File: src/hw/rtl/clml_pkg.sv
// shared types and codes for the cursor linked list manager
`default_nettype none
package clml_pkg;

    // fixed widths of the channel fields
    localparam int KIND_W   = 4;
    localparam int FIELD_W  = 32;
    localparam int HANDLE_W = 8;
    localparam int LEN_W    = 9;
    localparam int STATUS_W = 2;

    // operation codes
    typedef enum logic [KIND_W-1:0] {
        K_INS_AFTER  = 4'd0,
        K_INS_BEFORE = 4'd1,
        K_DEL_CUR    = 4'd2,
        K_DEL_NODE   = 4'd3,
        K_SEEK       = 4'd4,
        K_PREV       = 4'd5,
        K_NEXT       = 4'd6,
        K_HEAD       = 4'd7,
        K_TAIL       = 4'd8,
        K_CLEAR      = 4'd9
    } t_kind;

    // result status codes
    typedef enum logic [STATUS_W-1:0] {
        ST_OK         = 2'd0,
        ST_FULL       = 2'd1,
        ST_NO_MOVE    = 2'd2,
        ST_BAD_HANDLE = 2'd3
    } t_status;

    // sequencer states
    typedef enum logic [5:0] {
        S_IDLE = 6'b000001,
        S_RD   = 6'b000010,
        S_WR1  = 6'b000100,
        S_WR2  = 6'b001000,
        S_VIEW = 6'b010000,
        S_LOAD = 6'b100000
    } t_state;

    // controller to datapath commands
    typedef struct packed {
        logic take;
        logic rd;
        logic wr1;
        logic wr2;
        logic view;
        logic load;
    } t_cmd;

    // datapath to controller status
    typedef struct packed {
        logic out_free;
        logic out_valid;
    } t_sts;

endpackage
`default_nettype wire

File: src/hw/rtl/clml_ctrl.sv
// sequencer that steps one operation through read, write, view and load cycles
`default_nettype none
module clml_ctrl (
    input  wire logic          i_clk,
    input  wire logic          i_rst_n,
    input  wire logic          i_valid,
    output logic               o_ready,
    input  clml_pkg::t_sts     i_sts,
    output clml_pkg::t_cmd     o_cmd
);
    import clml_pkg::*;

    t_state r_state, n_state;

    // next state
    always_comb begin
        n_state = r_state;
        case (r_state)
            S_IDLE: if (i_valid) n_state = S_RD;
            S_RD:   n_state = S_WR1;
            S_WR1:  n_state = S_WR2;
            S_WR2:  n_state = S_VIEW;
            S_VIEW: n_state = S_LOAD;
            S_LOAD: if (i_sts.out_free) n_state = S_IDLE;
            default: n_state = S_IDLE;
        endcase
    end

    always_ff @(posedge i_clk) begin
        if (!i_rst_n) begin
            r_state <= S_IDLE;
        end else begin
            r_state <= n_state;
        end
    end

    // commands
    assign o_ready    = (r_state == S_IDLE);
    assign o_cmd.take = (r_state == S_IDLE) && i_valid;
    assign o_cmd.rd   = (r_state == S_RD);
    assign o_cmd.wr1  = (r_state == S_WR1);
    assign o_cmd.wr2  = (r_state == S_WR2);
    assign o_cmd.view = (r_state == S_VIEW);
    assign o_cmd.load = (r_state == S_LOAD) && i_sts.out_free;

endmodule
`default_nettype wire

File: config.mk
export PLATFORM = sky130hd
export DESIGN_NAME = clml_ctrl
export DESIGN_NICKNAME = d
export VERILOG_FILES = /design/src/hw/rtl/clml_pkg.sv /design/src/hw/rtl/clml_ctrl.sv
export SDC_FILE = /design/constraint.sdc
export NUM_CORES = 1
export LEC_CHECK = 0
export ABC_AREA = 1
export BUFFER_PORTS_ARGS = -buffer_cell sky130_fd_sc_hd__clkbuf_2
export CAP_MARGIN = 30
export CORE_AREA = 5 5 42 44
export CTS_CLUSTER_DIAMETER = 100
export DETAILED_ROUTE_END_ITERATION = 10
export DIE_AREA = 0 0 47 49
export GPL_ROUTABILITY_DRIVEN = 0
export PLACE_DENSITY_LB_ADDON = 0.1
export SLEW_MARGIN = 20
export SYNTH_ARGS = -nofsm -noshare
export SYNTH_HDL_FRONTEND = slang
export SYNTH_SLANG_ARGS = --single-unit
File: constraint.sdc
create_clock -name i_clk -period 1.9 [get_ports i_clk]
set_clock_uncertainty 0.15 [all_clocks]
set_input_delay 0.095 -clock i_clk [delete_from_list [all_inputs] [get_ports i_clk]]
set_output_delay 0.095 -clock i_clk [all_outputs]
set_load 0.005 [all_outputs]
# After elaboration in Yosys (flattened, before gate mapping)
# Cells that the tools add are included.
# word_totals
register_bits	6
input_bits	5
output_inout_bits	7
word_cells	15
# classes
eq_ne	8
muxes	3
reduce_logical	3
# op_table
op	count
6-bit case mux with 6 select lines	1
6-bit 2-to-1 mux	2
6-bit by 1-bit == test with 1-bit output (second input constant)	1
6-bit by 2-bit == test with 1-bit output (second input constant)	1
6-bit by 3-bit == test with 1-bit output (second input constant)	1
6-bit by 4-bit == test with 1-bit output (second input constant)	1
6-bit by 5-bit == test with 1-bit output (second input constant)	1
6-bit == test (second input constant)	1
2-bit != test (second input constant)	2
1-bit logical AND	2
2-bit AND reduction	1

# Longest topological paths before layout
# logic_depth
depth_word	3
mapped_depth	7
depth_no_buf	7

# Worst setup path after synthesis
# OpenSTA, ideal clock, no wires.
# synth_path
path_type	register to register
startpoint	register r_state[1]
endpoint	register r_state[0]
setup_time_ns	0.112
t_arrival_ns	0.818
required_ns	1.638
setup_slack_ns	0.820
path_stages_with_launch	7
n_path_buf	0
synth_period_minus_slack_ns	1.080
path_cell_list	dfxtp_1 > nor2_2 > nand2_2 > o21ai_2 > nor2_1 > nand2_1 > nand2_1
# synth_between
elab_chain_cells	3
elab_cells_between_ends	10
cone_classes	eq/ne: 8; mux: 1; reduce/logical: 1
# synth_lines
item	line	source
start: declaration	clml_ctrl.sv:13	t_state r_state, n_state;
start signal: assignment	clml_ctrl.sv:33	r_state <= n_state;
6-bit == test or 6-bit by 1-bit == test with 1-bit output (tied branches)	clml_ctrl.sv:18	case (r_state)
2-bit != test (no source line)	-	
2-bit AND reduction (no source line)	-	
# Parallel ways exist; a longest one is shown, timed or not.
# A chain may end at the register's enable or synchronous reset.

==> flow_summary.ini <==
[run_status]
status = complete, no violations

[logic_synthesis]
synth_nets = 57
synth_cell_types = 13
yosysWarnings = 0
synthCells = 52
synth_seq_cells = 6
syn-cell-area_um2 = 347.8
synth_top_area_share_pct = 34.53
ys_top_cells_by_area = dfxtp_1 (35%), inv_1 (15%), nor2_1 (12%), nor2_4 (9.7%), nand3_1 (5.8%)
yosysTopAreaCell = dfxtp_1
synth_area_per_cell_um2 = 6.689
synth_seq_area_share_pct = 34.53

[critical_path]
cp_data_required_time_ps = 1650
path_class = register to output pin
r2r-start = r_state[4]
setup.worst_path.start = r_state[1]
crit_family = simple AND/OR/NAND/NOR gates
max_stage_delay_ps = 330
startpoint_type = register
critPathSlowestCell = dfxtp_1
r2r_slack_ps = 710
cp.buffers_inverters = 1
worstPathMaxFanout = 4
path_cells = nor2_2 -> nand2_2 -> nor4_1 -> clkbuf_2
end_kind = output pin
cp.arrival_ps = 1280

[sta]
final-max-slew-violation-count = 0
fin_crit_sh_pct = 80.33
relSlewSlack_pct = 81.96
finalSetupViolCount = 0
hold_viol = 0
fmax_ghz = 0.6552
min_period_ps = 1526
worst_pin_slew_ps = 268.1
fin_tns_setup_ps = 0
grt_setup_unrepaired = no

[clock_tree]
post_cts_buffers = 0
path_clk_slew_ps = 50
numClockSinks = 6
clockBufferDepth = 2
clk_latency_ps = 250
cts.htree.levels = 1
numCtsBuffers = 3
cts-root-buf = clkbuf_4
ctsHoldBuffers = 2
cts_tree = done
cts_resized = 0

[worst_hold_path]
worstHoldStart = i_sts[1]
hold_path.class = input pin to register

[global_routing]
grt_pass1_wl_um = 1545
overflow = 0
grt_max_degree = 6
grt_use_met1_pct = 12.31
grt_pass1_vias = 381
gr-usage-all-layers_pct = 9.577
use_met2_pct = 12.67
grt_busiest_layer = met2
grt.met3_usage_pct = 3.321
antenna_found_initial = 0

[floorplanning]
die-area_um2 = 2303
placementRows = 14
die_w_um = 47
die_h_um = 49
fp.coreArea_um2 = 1401
io_pins = 12
start_util_pct = 24.82

[final_layout]
fin_nets = 74
reg.largest.list = r_state (6)
area_delta_synth_final_pct = 32.37
regMostFlops = r_state
antenna_cells = 0
drive_above_1_share_pct = 31.34
largest_register_ffs = 6
fillers = 162

[placement]
io_buffers = 10
dp_hpwl_um = 615.7

[route]
firstDrtPassIters = 4
routed_via_density = 4.108
antenna_left = 0
wl_per_cell_um = 9.867
drtIter0Drc = 12
drc = 0
wl_um = 819
vias = 341

[pwr]
power_density_nw_per_um2 = 797.1
finalPower_uw = 367.0
p_leak_uw = 0.0002649
ir_drop_mv = 0.2658

[run]
cap_violations = 0
per-stage QoR:
step | hold slack [ps] | setup slack, ps | std cells | util, % | area, um2
floorplan | 95.53 | 820.2 | 52 | - | 347.8
global placement | 209.4 | 666.5 | 78 | 29.82 | 417.9
detailed placement | 212.6 | 659.7 | 78 | 29.82 | 417.9
CTS | 124.2 | 391.6 | 83 | 32.86 | 460.4
global route | 179.8 | 206.3 | 83 | 32.86 | 460.4
finish | 136.1 | 373.8 | 83 | 32.86 | 460.4
cells by family (layout without fill, tap and decap cells):
family	after synthesis	after routing	synth area share (%)
AND/OR/NAND/NOR	31	31	47.84
flip-flops	6	6	34.53
buffers and inverters	14	29	15.11
AO/OA/AOI/OAI	1	1	2.518
report_power, final:
part / internal (uW) / switching [uW]
clock network: 71.6 / 48.8
logic: 39.5 / 61.8
registers: 136 / 9.06
total: 247 / 120
metal layers:
| metal | part of all wire [%] | wire length (um) | vias up |
|---|---|---|---|
| li1 | - | - | 189 |
| met1 | 47 | 388 | 140 |
| met2 | 45 | 369 | 10 |
| met3 | 6.3 | 52 | 2 |
| met4 | 1.1 | 9 | 0 |
| met5 | 0 | 0 | - |
final cells by class:
class,count,area (um2),area share (%)
inverter,14,52.55,11.41
clock buffer,3,22.52,4.891
multi-input combinational,32,175.2,38.04
tap,16,20.02,4.348
timing repair buffer,12,70.07,15.22
sequential,6,120.1,26.09
synthesized netlist by cell type:
master	count
nand4_1	2
nand2_1	5
inv_1	14
nor2_1	11
nor2_2	2
nand3_2	1
dfxtp_1	6
nor3_1	1
nor4_1	1
nand3_1	4
nor2_4	3
o21ai_2	1
nand2_2	1
worst min-delay path, delay by kind of cell:
kind                   cells  cell delay [ps]
buffers and inverters      3              170
and+or+nand+nor            4              230
final timing paths:
path                                    to  cells after the start
worst max-delay path              o_cmd[0]                      4
worst min-delay path            r_state[0]                      7
worst max register to register  r_state[0]                      6
worst min register to register  r_state[2]                      3
placed cells by master (no fill, tap or decap):
| cell type | n |
|---|---|
| inv_1 | 14 |
| nor2_2 | 2 |
| nand3_2 | 1 |
| nor4_1 | 1 |
| nand2_1 | 5 |
| dlygate4sd3_1 | 2 |
| nor2_4 | 3 |
| nand2_2 | 1 |
| dfxtp_1 | 6 |
| nor3_1 | 1 |
| o21ai_2 | 1 |
| nand4_1 | 2 |
| nor2_1 | 11 |
| clkbuf_2 | 10 |
| clkbuf_4 | 3 |
| nand3_1 | 4 |
Power figures use the tool's default switching activity.
